File: src/rtl/gwm_pkg.sv
// shared constants, types and helpers of the glob wildcard matcher
`timescale 1ns / 1ps
`default_nettype none

package gwm_pkg;

   // pattern row size and derived widths
   localparam int PATTERN_ELEMENTS = 64;
   localparam int POS_W = PATTERN_ELEMENTS + 1;
   localparam int CNT_W = $clog2(PATTERN_ELEMENTS + 1);

   // request operations
   typedef logic [1:0] op_type;
   localparam op_type OP_APPEND = 2'd0;
   localparam op_type OP_CLEAR  = 2'd1;
   localparam op_type OP_DATA   = 2'd2;
   localparam op_type OP_END    = 2'd3;

   // element kinds
   typedef logic [1:0] kind_type;
   localparam kind_type KIND_LITERAL = 2'd0;
   localparam kind_type KIND_ANY_ONE = 2'd1;
   localparam kind_type KIND_ANY_RUN = 2'd2;

   // special pattern characters
   localparam logic [7:0] CHAR_STAR      = 8'h2A;
   localparam logic [7:0] CHAR_QUESTION  = 8'h3F;
   localparam logic [7:0] CHAR_BACKSLASH = 8'h5C;
   localparam logic [7:0] CHAR_UPPER_A   = 8'h41;
   localparam logic [7:0] CHAR_UPPER_Z   = 8'h5A;
   localparam logic [7:0] CASE_OFFSET    = 8'h20;

   // control broadcast from the top level to every cell
   typedef struct packed {
      logic       load;
      logic       data;
      logic       restart;
      kind_type   kind;
      logic [7:0] symbol;
   } cell_ctrl_type;

   // map upper-case ascii letters onto lower case
   function automatic logic [7:0] fold_case(input logic [7:0] sym);
      logic [7:0] res;
      res = sym;
      if (sym >= CHAR_UPPER_A && sym <= CHAR_UPPER_Z) begin
         res = sym + CASE_OFFSET;
      end
      return res;
   endfunction

endpackage

`default_nettype wire

File: src/rtl/gwm_req_if.sv
// request channel: operation and symbol beats into the matcher
`timescale 1ns / 1ps
`default_nettype none

interface gwm_req_if;
   logic              valid;
   logic              ready;
   gwm_pkg::op_type   operation;
   logic [7:0]        symbol;

   modport source (output valid, output operation, output symbol, input ready);
   modport sink   (input valid, input operation, input symbol, output ready);
endinterface

`default_nettype wire

File: src/rtl/gwm_rsp_if.sv
// response channel: match result beats out of the matcher
`timescale 1ns / 1ps
`default_nettype none

interface gwm_rsp_if;
   logic valid;
   logic ready;
   logic matched;
   logic pattern_overflow;

   modport source (output valid, output matched, output pattern_overflow, input ready);
   modport sink   (input valid, input matched, input pattern_overflow, output ready);
endinterface

`default_nettype wire

File: src/rtl/gwm_cell.sv
// one pattern cell: stores one element and the active bit of its position
`timescale 1ns / 1ps
`default_nettype none

module gwm_cell (
   input  wire                     clock,
   input  wire                     reset,
   input  gwm_pkg::cell_ctrl_type  ctrl,
   input  wire                     home,
   input  wire                     sel,
   input  wire                     live,
   input  wire                     closed_in,
   input  wire                     advance_in,
   output logic                    active_out,
   output logic                    run_out,
   output logic                    advance_out
);

   gwm_pkg::kind_type elem_kind_ff;
   logic [7:0]        elem_byte_ff;
   logic              active_ff;
   logic              active_in;
   logic              hit;

   // element storage, written when this cell is the next free slot
   always_ff @(posedge clock) begin
      if (ctrl.load && sel) begin
         elem_kind_ff <= ctrl.kind;
         elem_byte_ff <= ctrl.symbol;
      end
   end

   // does the current data byte move past this element
   always_comb begin
      hit = 1'b0;
      unique case (elem_kind_ff)
         gwm_pkg::KIND_ANY_ONE: hit = 1'b1;
         gwm_pkg::KIND_LITERAL: hit = (elem_byte_ff == ctrl.symbol);
         default:               hit = 1'b0;
      endcase
   end

   assign run_out     = live && (elem_kind_ff == gwm_pkg::KIND_ANY_RUN);
   assign advance_out = closed_in && live && hit;

   // next active bit: a run keeps its own position, the neighbor hands its advance
   always_comb begin
      active_in = active_ff;
      if (ctrl.restart) begin
         active_in = home;
      end else if (ctrl.data) begin
         active_in = (closed_in && run_out) || advance_in;
      end
   end

   always_ff @(posedge clock) begin
      if (reset) begin
         active_ff <= home;
      end else begin
         active_ff <= active_in;
      end
   end

   assign active_out = active_ff;

endmodule

`default_nettype wire

File: src/rtl/gwm_run_close.sv
// run closure: an active any-run element also activates the positions after it
`timescale 1ns / 1ps
`default_nettype none

module gwm_run_close (
   input  wire  [gwm_pkg::POS_W-1:0]            active_in,
   input  wire  [gwm_pkg::PATTERN_ELEMENTS-1:0] run_in,
   output logic [gwm_pkg::POS_W-1:0]            closed_out
);

   logic [gwm_pkg::PATTERN_ELEMENTS-1:0] gen;
   logic [gwm_pkg::POS_W-1:0]            sum;
   logic [gwm_pkg::POS_W-1:0]            carries;

   // carry chain: active run generates, inactive run propagates, non-run kills
   assign gen     = active_in[gwm_pkg::PATTERN_ELEMENTS-1:0] & run_in;
   assign sum     = {1'b0, gen} + {1'b0, run_in};
   assign carries = sum ^ {1'b0, gen ^ run_in};

   assign closed_out = active_in | carries;

endmodule

`default_nettype wire

File: src/rtl/glob_wildcard_match.sv
// top level of the glob wildcard matcher: decode, cell row and result queue
//
// Usage:
//   req_bus carries one beat per item: operation and symbol. Append beats
//   build the pattern ('*' any run, '?' any one byte, backslash escapes the
//   next byte), clear empties it, data beats stream the string through the
//   row of cells, and an end-of-data beat yields one rsp_bus beat holding
//   matched and pattern_overflow, then restarts matching for the next string.
//   Literals compare case-blind for ascii letters.
//   Throughput: one request beat per cycle while req_bus.ready is high; each
//   beat updates the row of active positions in the cycle it is accepted,
//   through one carry chain across the row that closes any-run elements.
//   Response: each result is registered in the output or the skid register.
//   Reset (synchronous): pattern empty, no overflow, position zero active,
//   response queue empty.
//   Stall: a two-entry response queue (output register plus skid register)
//   keeps taking requests while one response waits; req_bus.ready drops only
//   when both entries are held.
`timescale 1ns / 1ps
`default_nettype none

module glob_wildcard_match (
   input  wire         clock,
   input  wire         reset,
   gwm_req_if.sink     req_bus,
   gwm_rsp_if.source   rsp_bus
);

   localparam int N = gwm_pkg::PATTERN_ELEMENTS;

   logic                      accept;
   logic                      is_append;
   logic                      is_clear;
   logic                      is_data;
   logic                      is_end;
   logic                      make;
   gwm_pkg::kind_type         make_kind;
   logic                      full;
   logic                      esc_ff;
   logic                      esc_in;
   logic                      too_long_ff;
   logic                      too_long_in;
   logic [gwm_pkg::CNT_W-1:0] count_ff;
   logic [gwm_pkg::CNT_W-1:0] count_in;
   logic                      top_ff;
   logic                      top_in;
   gwm_pkg::cell_ctrl_type    ctrl;
   logic [N-1:0]              active_vec;
   logic [N-1:0]              run_vec;
   logic [N:0]                adv_chain;
   logic [gwm_pkg::POS_W-1:0] closed;
   logic                      hit;
   logic                      out_valid_ff;
   logic                      out_matched_ff;
   logic                      out_ovf_ff;
   logic                      skid_valid_ff;
   logic                      skid_matched_ff;
   logic                      skid_ovf_ff;
   logic                      push;
   logic                      pop;

   assign req_bus.ready = !skid_valid_ff;
   assign accept        = req_bus.valid && req_bus.ready;

   // operation decode
   always_comb begin
      is_append = 1'b0;
      is_clear  = 1'b0;
      is_data   = 1'b0;
      is_end    = 1'b0;
      unique case (req_bus.operation)
         gwm_pkg::OP_APPEND: is_append = accept;
         gwm_pkg::OP_CLEAR:  is_clear  = accept;
         gwm_pkg::OP_DATA:   is_data   = accept;
         gwm_pkg::OP_END:    is_end    = accept;
         default:            is_data   = 1'b0;
      endcase
   end

   // pattern byte parsing with backslash escape
   always_comb begin
      make      = 1'b0;
      make_kind = gwm_pkg::KIND_LITERAL;
      esc_in    = esc_ff;
      if (is_clear) begin
         esc_in = 1'b0;
      end else if (is_append) begin
         priority if (esc_ff) begin
            esc_in = 1'b0;
            make   = 1'b1;
         end else if (req_bus.symbol == gwm_pkg::CHAR_BACKSLASH) begin
            esc_in = 1'b1;
         end else if (req_bus.symbol == gwm_pkg::CHAR_STAR) begin
            make      = 1'b1;
            make_kind = gwm_pkg::KIND_ANY_RUN;
         end else if (req_bus.symbol == gwm_pkg::CHAR_QUESTION) begin
            make      = 1'b1;
            make_kind = gwm_pkg::KIND_ANY_ONE;
         end else begin
            make = 1'b1;
         end
      end
   end

   // element count and overflow flag
   assign full = (count_ff == gwm_pkg::CNT_W'(N));

   always_comb begin
      count_in    = count_ff;
      too_long_in = too_long_ff;
      if (is_clear) begin
         count_in    = '0;
         too_long_in = 1'b0;
      end else if (make) begin
         if (full) begin
            too_long_in = 1'b1;
         end else begin
            count_in = count_ff + 1'b1;
         end
      end
   end

   always_ff @(posedge clock) begin
      if (reset) begin
         esc_ff      <= 1'b0;
         too_long_ff <= 1'b0;
         count_ff    <= '0;
      end else begin
         esc_ff      <= esc_in;
         too_long_ff <= too_long_in;
         count_ff    <= count_in;
      end
   end

   // broadcast to the cells
   assign ctrl.load    = make && !full;
   assign ctrl.data    = is_data;
   assign ctrl.restart = is_clear || is_end;
   assign ctrl.kind    = make_kind;
   assign ctrl.symbol  = gwm_pkg::fold_case(req_bus.symbol);

   // row of cells, each passing its advance to the next position
   assign adv_chain[0] = 1'b0;

   for (genvar i = 0; i < N; i++) begin : g_cell
      gwm_cell u_cell (
         .clock       (clock),
         .reset       (reset),
         .ctrl        (ctrl),
         .home        (i == 0),
         .sel         (count_ff == gwm_pkg::CNT_W'(i)),
         .live        (gwm_pkg::CNT_W'(i) < count_ff),
         .closed_in   (closed[i]),
         .advance_in  (adv_chain[i]),
         .active_out  (active_vec[i]),
         .run_out     (run_vec[i]),
         .advance_out (adv_chain[i+1])
      );
   end

   // position past a full row
   always_comb begin
      top_in = top_ff;
      if (ctrl.restart) begin
         top_in = 1'b0;
      end else if (is_data) begin
         top_in = adv_chain[N];
      end
   end

   always_ff @(posedge clock) begin
      if (reset) begin
         top_ff <= 1'b0;
      end else begin
         top_ff <= top_in;
      end
   end

   gwm_run_close u_run_close (
      .active_in  ({top_ff, active_vec}),
      .run_in     (run_vec),
      .closed_out (closed)
   );

   assign hit = closed[count_ff] && !too_long_ff;

   // two-entry response queue
   assign push = is_end;
   assign pop  = out_valid_ff && rsp_bus.ready;

   always_ff @(posedge clock) begin
      if (reset) begin
         out_valid_ff  <= 1'b0;
         skid_valid_ff <= 1'b0;
      end else begin
         if (skid_valid_ff) begin
            if (pop) begin
               out_valid_ff  <= 1'b1;
               skid_valid_ff <= 1'b0;
            end
         end else if (push) begin
            if (!out_valid_ff || pop) begin
               out_valid_ff <= 1'b1;
            end else begin
               skid_valid_ff <= 1'b1;
            end
         end else if (pop) begin
            out_valid_ff <= 1'b0;
         end
      end
   end

   // response payload
   always_ff @(posedge clock) begin
      if (skid_valid_ff) begin
         if (pop) begin
            out_matched_ff <= skid_matched_ff;
            out_ovf_ff     <= skid_ovf_ff;
         end
      end else if (push) begin
         if (!out_valid_ff || pop) begin
            out_matched_ff <= hit;
            out_ovf_ff     <= too_long_ff;
         end else begin
            skid_matched_ff <= hit;
            skid_ovf_ff     <= too_long_ff;
         end
      end
   end

   assign rsp_bus.valid            = out_valid_ff;
   assign rsp_bus.matched          = out_matched_ff;
   assign rsp_bus.pattern_overflow = out_ovf_ff;

   // checks
   a_skid_behind_out: assert property (@(posedge clock) disable iff (reset)
      skid_valid_ff |-> out_valid_ff)
      else $error("skid entry held without output entry");

   a_count_bound: assert property (@(posedge clock) disable iff (reset)
      count_ff <= gwm_pkg::CNT_W'(N))
      else $error("element count beyond row size");

   a_clear_restarts: assert property (@(posedge clock) disable iff (reset)
      is_clear |=> (count_ff == '0) && !too_long_ff && !esc_ff && active_vec[0] && !top_ff)
      else $error("clear did not restart the pattern");

   a_overflow_no_match: assert property (@(posedge clock) disable iff (reset)
      (rsp_bus.valid && rsp_bus.pattern_overflow) |-> !rsp_bus.matched)
      else $error("match reported with overflowed pattern");

endmodule

`default_nettype wire

File: src/flat_wrapper.sv
// flat-port wrapper written by rule: the top's interface ports become plain ports
module glob_wildcard_match_flat 
  (clock, reset, req_bus_valid, req_bus_operation, req_bus_symbol, req_bus_ready, rsp_bus_valid, rsp_bus_matched, rsp_bus_pattern_overflow, rsp_bus_ready);
  gwm_req_if req_bus_i ();
  gwm_rsp_if rsp_bus_i ();
  input  wire clock;
  input  wire reset;
  input wire logic [$bits(req_bus_i.valid)-1:0] req_bus_valid;
  input wire logic [$bits(req_bus_i.operation)-1:0] req_bus_operation;
  input wire logic [$bits(req_bus_i.symbol)-1:0] req_bus_symbol;
  output wire logic [$bits(req_bus_i.ready)-1:0] req_bus_ready;
  output wire logic [$bits(rsp_bus_i.valid)-1:0] rsp_bus_valid;
  output wire logic [$bits(rsp_bus_i.matched)-1:0] rsp_bus_matched;
  output wire logic [$bits(rsp_bus_i.pattern_overflow)-1:0] rsp_bus_pattern_overflow;
  input wire logic [$bits(rsp_bus_i.ready)-1:0] rsp_bus_ready;
  assign req_bus_i.valid = req_bus_valid;
  assign req_bus_i.operation = req_bus_operation;
  assign req_bus_i.symbol = req_bus_symbol;
  assign req_bus_ready = req_bus_i.ready;
  assign rsp_bus_valid = rsp_bus_i.valid;
  assign rsp_bus_matched = rsp_bus_i.matched;
  assign rsp_bus_pattern_overflow = rsp_bus_i.pattern_overflow;
  assign rsp_bus_i.ready = rsp_bus_ready;
  glob_wildcard_match u_core (.clock(clock), .reset(reset), .req_bus(req_bus_i), .rsp_bus(rsp_bus_i));
endmodule
File: config.mk
export PLATFORM = sky130hd
export DESIGN_NAME = glob_wildcard_match_flat
export DESIGN_NICKNAME = d
export VERILOG_FILES = /design/src/rtl/gwm_pkg.sv /design/src/rtl/gwm_req_if.sv /design/src/rtl/gwm_rsp_if.sv /design/src/rtl/gwm_cell.sv /design/src/rtl/gwm_run_close.sv /design/src/rtl/glob_wildcard_match.sv /design/src/flat_wrapper.sv
export SDC_FILE = /design/constraint.sdc
export NUM_CORES = 1
export LEC_CHECK = 0
export ABC_AREA = 1
export BUFFER_PORTS_ARGS = -buffer_cell sky130_fd_sc_hd__buf_2
export CAP_MARGIN = 20
export CORE_MARGIN = 8
export CORE_UTILIZATION = 35
export CTS_BUF_LIST = sky130_fd_sc_hd__clkbuf_2 sky130_fd_sc_hd__clkbuf_4 sky130_fd_sc_hd__clkbuf_8
export DETAILED_ROUTE_END_ITERATION = 16
export GPL_ROUTABILITY_DRIVEN = 0
export GPL_TIMING_DRIVEN = 1
export SLEW_MARGIN = 15
export SYNTH_ARGS = -nofsm -noshare
export SYNTH_HDL_FRONTEND = slang
export SYNTH_HIERARCHICAL = 1
export SYNTH_SLANG_ARGS = --single-unit
File: constraint.sdc
create_clock -name clock -period 12.5 [get_ports clock]
set_input_delay 1.25 -clock clock [delete_from_list [all_inputs] [get_ports clock]]
set_output_delay 1.25 -clock clock [all_outputs]
set_load 0.05 [all_outputs]
* Word level (Yosys, flattened, before mapping)
Index checks and enable logic that the tools add are counted.
** Cells by class
- Add/sub/neg operators :: 3
- Magnitude comparators :: 67
- Equal/unequal tests :: 264
- Muxes and demuxes :: 100
- Bitwise logic cells :: 7
- Reduce and logical (&&, ||, !) cells :: 470
** Operators by type and width (number)
- $eq A8 B8 Y1 :: 64
- $logic_and A1 B1 Y1 :: 325
- $eq A7 B6 Y1 const B :: 32
- $lt A6 B7 Y1 const A :: 32
- $eq A2 B2 Y1 const B :: 66
- $eq A2 B1 Y1 const B :: 65
- $logic_not A2 Y1 :: 65
- $pmux W1 S2 :: 64
- $eq A7 B5 Y1 const B :: 16
- $lt A5 B7 Y1 const A :: 16
- $add A64 B64 Y65 :: 1
- $logic_or A1 B1 Y1 :: 65
- $or A65 B65 Y65 :: 1
- $xor A65 B64 Y65 :: 1
- $and A64 B64 Y64 :: 1
- $xor A64 B64 Y64 :: 1
- $eq A7 B4 Y1 const B :: 8
- $lt A4 B7 Y1 const A :: 8
- $mux W1 :: 29
- $eq A7 B3 Y1 const B :: 4
- $lt A3 B7 Y1 const A :: 4
- $eq A8 B6 Y1 const B :: 2
- $eq A7 B2 Y1 const B :: 2
- $lt A1 B7 Y1 const A :: 2
- 21 further kinds :: 37
** Storage, ports and cells
- Register bits :: 720
- Input port bits :: 14
- Output and inout port bits :: 4
- Logic and storage cells :: 1113

* Logic depth before layout (Yosys ltp)
- Depth after elaboration :: 12
- Gate-level depth with buffers :: 33
- Gate-level depth less buffers :: 33

* Hierarchy
The synthesis kept the hierarchy.
** By module, submodules not included
- gwm_cell :: instances 64, cells each 52, area an instance 520.5 sq um
- gwm_run_close :: instances 1, cells each 1200, area an instance 5054.8 sq um
- glob_wildcard_match :: instances 1, cells each 532, area an instance 2791.4 sq um

* Worst setup path before layout
OpenSTA, ideal clock, no wires.
- Kind :: in2reg
- From :: in req_bus_symbol[7]
- To :: reg u_core.g_cell[0].u_cell.elem_byte_ff[7], data pin
- Data arrival time :: 10316 ps
- Data required time :: 10572 ps
- Slack :: 256 ps
- Stages on the path :: 5
- Path buffers :: 0
- Cell sequence :: inv_1 > nand3_1 > a31oi_1 > nand3_1 > o21ai_0
** RTL lines
- start: declaration :: line flat_wrapper.sv:10 : input wire logic [$bits(req_bus_i.symbol)-1:0] req_bus_symbol;
- end signal: assignment :: line gwm_cell.sv:29 : elem_byte_ff <= ctrl.symbol;
- end: declaration :: line gwm_cell.sv:20 : logic [7:0] elem_byte_ff;

* Worst setup path after layout
- From :: reg u_core/count_ff[4] (netlist name)
- To :: reg u_core.out_matched_ff (netlist: u_core/rsp_bus.matched), data pin
** On the way
- Word-level cells in the longest chain between the ends :: 12
** RTL lines
- start: declaration :: line glob_wildcard_match.sv:43 : logic [gwm_pkg::CNT_W-1:0] count_ff;
- start signal: assignment :: line glob_wildcard_match.sv:131 : count_ff <= count_in;
- $lt A5 B7 Y1 (*) :: line glob_wildcard_match.sv:152 : .live (gwm_pkg::CNT_W'(i) < count_ff),
- $logic_and A1 B1 Y1 (*) :: line gwm_cell.sv:43 : assign run_out = live && (elem_kind_ff == gwm_pkg::KIND_ANY_RUN);
- net u_core.run_vec[22] :: line glob_wildcard_match.sv:49 : logic [N-1:0] run_vec;
- $and A64 B64 Y64 :: line gwm_run_close.sv:16 : assign gen = active_in[gwm_pkg::PATTERN_ELEMENTS-1:0] & run_in;
- $add A64 B64 Y65 (*) :: line gwm_run_close.sv:17 : assign sum = {1'b0, gen} + {1'b0, run_in};
- $xor A65 B64 Y65 (*) :: line gwm_run_close.sv:18 : assign carries = sum ^ {1'b0, gen ^ run_in};
- $or A65 B65 Y65 (*) :: line gwm_run_close.sv:20 : assign closed_out = active_in | carries;
- net u_core.closed, one bit :: line glob_wildcard_match.sv:51 : logic [gwm_pkg::POS_W-1:0] closed;
- $bmux W1 S7 (*) :: line glob_wildcard_match.sv:185 : assign hit = closed[count_ff] && !too_long_ff;
- $mux W1 (implied by the code) (*) :: line glob_wildcard_match.sv:185
- $logic_and A1 B1 Y1 (*) :: line glob_wildcard_match.sv:185
- $mux W1 (*) :: line glob_wildcard_match.sv:221 : if (!out_valid_ff || pop) begin
- $mux W1 (*) :: line glob_wildcard_match.sv:220 : end else if (push) begin
- $mux W1 (*) :: line glob_wildcard_match.sv:215 : if (skid_valid_ff) begin
- end signal: assignment :: line glob_wildcard_match.sv:217 : out_matched_ff <= skid_matched_ff;
- end signal: assignment :: line glob_wildcard_match.sv:222 : out_matched_ff <= hit;
- end: declaration :: line glob_wildcard_match.sv:54 : logic out_matched_ff;
The timed path passes the listed nets; every way through them passes the cells marked *. The select of a mux whose other input is x is not followed.
A chain may end at the register's enable or synchronous reset.

==> results.cfg <==
[run_status]
status = finished, final reports clean

[yosys]
synth_top_area_share = 0.517
yosysSeqAreaShare = 0.522
synth.distinct_cells = 52
synth_xor_area_frac = 0.0683
synth_compound_area_frac = 0.0420
synth-simple-area-share = 0.273
synth-main-ff-cell = edfxtp_1
synth_most_common_cell = nand2_1
avgSynthCellArea_sq_um = 8.13
async_flop_share = 0
yosys_warnings = 6
synth_cells = 5060
yosys.area.top_type = edfxtp_1
ys_ff_latch = 720
yosys-mux-area-fraction = 0
synthTopCellsByArea = edfxtp_1 52%, nand2_1 17%, inv_1 8.5%
yosys.area_share.adder = 0.00152
syn_area_sq_um = 41200
synth_commonest_cells = 1812 x nand2_1, 934 x inv_1, 708 x edfxtp_1, 523 x nor2_1, 320 x xnor2_1
synth-edff-count = 708
synth_top_family_by_area = simple AND/OR/NAND/NOR gates

[timing]
hold_violations = 0
setup_violations = 0
slew_headroom = 0.301
fin_crit_sh = 0.413
fin_setup_tns_ns = 0
worst_clock_skew_ns = 0.0579
worstMarginPinSlew_ns = 1.05
fmax_ghz = 0.194
period_minus_slack_ns = 5.16
report.final.slew_viol_count = 0
whs_ns = 0.440
rsz0062_at_grt = no

[cells_and_area]
syn_to_final_growth_pct = 11.2
drive_gt1_frac = 0.0842
layout.nets = 5292

[setup_path]
crit_fanout = 15
cp.required_ns = 13.14
startpoint = u_core/count_ff[4]$_SDFFE_PP0P_
critPathLaunchType = register
critPathTopFamily = simple AND/OR/NAND/NOR gates
crit_arrival_ns = 5.80
slowest_delay_ns = 0.50
crit_slowest_cell = dfxtp_1
r2r-start = u_core/count_ff[4]$_SDFFE_PP0P_
crit_buf_inv = 7
worstSetupPathType = register to register
cp-end-kind = register
cp_common_cell = nand2_1

[clock_network]
clock_latency_ns = 0.78
clock_sinks = 720
clk_pin_slew_ns = 0.06
htree_levels = 3
cts_setup_buffers = 0
root_buffer = clkbuf_8
cts_tree = yes
cts_max_path_buffers = 3
cts.hold.buffers_added = 0
cts_buffers = 117
cts.repair.resized = 0

[route]
firstDrtPassIters = 6
drc = 0
drt_iter0_drc = 3190
wl_per_cell_um = 16.1
drtAntennaViolNets = 0
finalWirelength_um = 111000
via_per_inst = 4.70
num_vias = 32407

[global_routing]
grt_max_degree = 93
grtUsageTotal = 0.166
antenna_found_initial = 5
grt_pass1_wl_um = 172000
grt_overflow_total = 0
grt_pass1_vias = 30428

[placed_design]
io_buffers = 17
hpwlAfterDp_um = 77400

[floorplan]
dieArea_sq_um = 129000
die_x_um = 359
die_h_um = 359
coreArea_sq_um = 117000
initial_core_util = 0.351
fp-row-count = 126
io_pins = 18

[power]
ir_drop_uv = 80.1
power_density_nw_per_um2 = 110
p_leak_nw = 19.5

[worst_hold_path]
min_path_type = register to register
hp-start = u_core/too_long_ff$_SDFFE_PP0P_

[flow_run]
cap_violations = 0
area by class of cell:
type	instances	area, sq um
multi-input cells	3403	16100
clock buffers	154	1890
fillers	11880	71500
inverters	980	3690
flip-flops and latches	720	21500
clock inverters	47	282
repair buffers	51	374
well taps	1536	1920
diodes	5	12.5
state kept, by name, summed over array words and instances (netlist names):
signal                             cells
u_core/rsp_bus.matched                 1
u_core/skid_matched_ff                 1
u_core/too_long_ff                     1
u_core/skid_valid_ff                   1
u_core/g_cell.u_cell/elem_byte_ff    512
u_core/top_ff                          1
u_core/rsp_bus.valid                   1
u_core/count_ff                        7
u_core/esc_ff                          1
u_core/skid_ovf_ff                     1
u_core/g_cell.u_cell/active_out       64
u_core/rsp_bus.pattern_overflow        1
u_core/g_cell.u_cell/elem_kind_ff    128
where the power goes:
part | switching (mW) | internal, mW | total, mW | leakage (nW)
Sequential | 0.0247 | 2.68 | 2.70 | 6.66
Combinational | 0.292 | 0.121 | 0.414 | 11.7
Clock | 0.935 | 1.00 | 1.94 | 1.15
Total | 1.25 | 3.80 | 5.05 | 19.5
cells in the final DEF, fill, tap and decap left out, types with 4 or more instances in the layout:
cell type / n
a21oi_1: 133
a21oi_2: 65
and2_1: 4
buf_2: 11
buf_4: 35
buf_6: 5
clkbuf_4: 37
clkbuf_8: 117
clkinv_1: 26
clkinv_2: 14
conb_1: 65
dfxtp_1: 12
diode_2: 5
edfxtp_1: 708
ha_1: 5
inv_1: 933
inv_2: 40
nand2_1: 1811
nand2_2: 16
nand3_1: 105
nand3_2: 9
nand3b_1: 66
nand4_1: 12
nor2_1: 522
nor2_2: 51
nor2_4: 12
nor3_1: 94
nor3_2: 10
o21ai_0: 56
o21ai_1: 8
xnor2_1: 320
cells by family after synthesis:
family | count (synthesis)
other cells | 2
fa+ha+maj | 5
compound gates | 285
simple gates | 2727
flops | 720
buf+inv | 1000
xor+xnor | 321
final timing paths:
path	end	slack, ns	cells after the start
worst max-delay path	u_core/rsp_bus.matched$_DFFE_PP_	7.34	31
worst min-delay path	u_core/skid_ovf_ff$_DFFE_PP_	0.44	0
worst max register to register	u_core/rsp_bus.matched$_DFFE_PP_	7.34	31
worst min register to register	u_core/skid_ovf_ff$_DFFE_PP_	0.44	0
per-stage QoR:
| step | cell area (sq um) | power [mW] | instances | utilization | setup WS [ns] |
|---|---|---|---|---|---|
| finish | 45800 | 5.05 | 6896 | 0.390 | 7.34 |
| CTS | 45800 | 5.12 | 6891 | 0.390 | 7.52 |
| floorplan | 41400 | 3.02 | 5123 | - | 0.256 |
| global route | 45800 | 5.27 | 6894 | 0.390 | 7.17 |
| detailed placement | 43600 | 3.16 | 6690 | 0.372 | 7.48 |
| global placement | 43600 | 3.15 | 6690 | 0.372 | 7.48 |
routing by layer:
| layer | wire [um] | GRT usage | share of wire | vias to the layer above |
|---|---|---|---|---|
| met3 | 7840 | 0.0268 | 0.071 | 290 |
| met1 | 48400 | 0.220 | 0.44 | 14901 |
| met4 | 5220 | 0.0760 | 0.047 | 0 |
| met5 | 0 | 0 | 0 | - |
| li1 | - | - | - | 16047 |
| met2 | 49400 | 0.268 | 0.45 | 1169 |
Note: power is estimated with default switching activity, not from simulation.
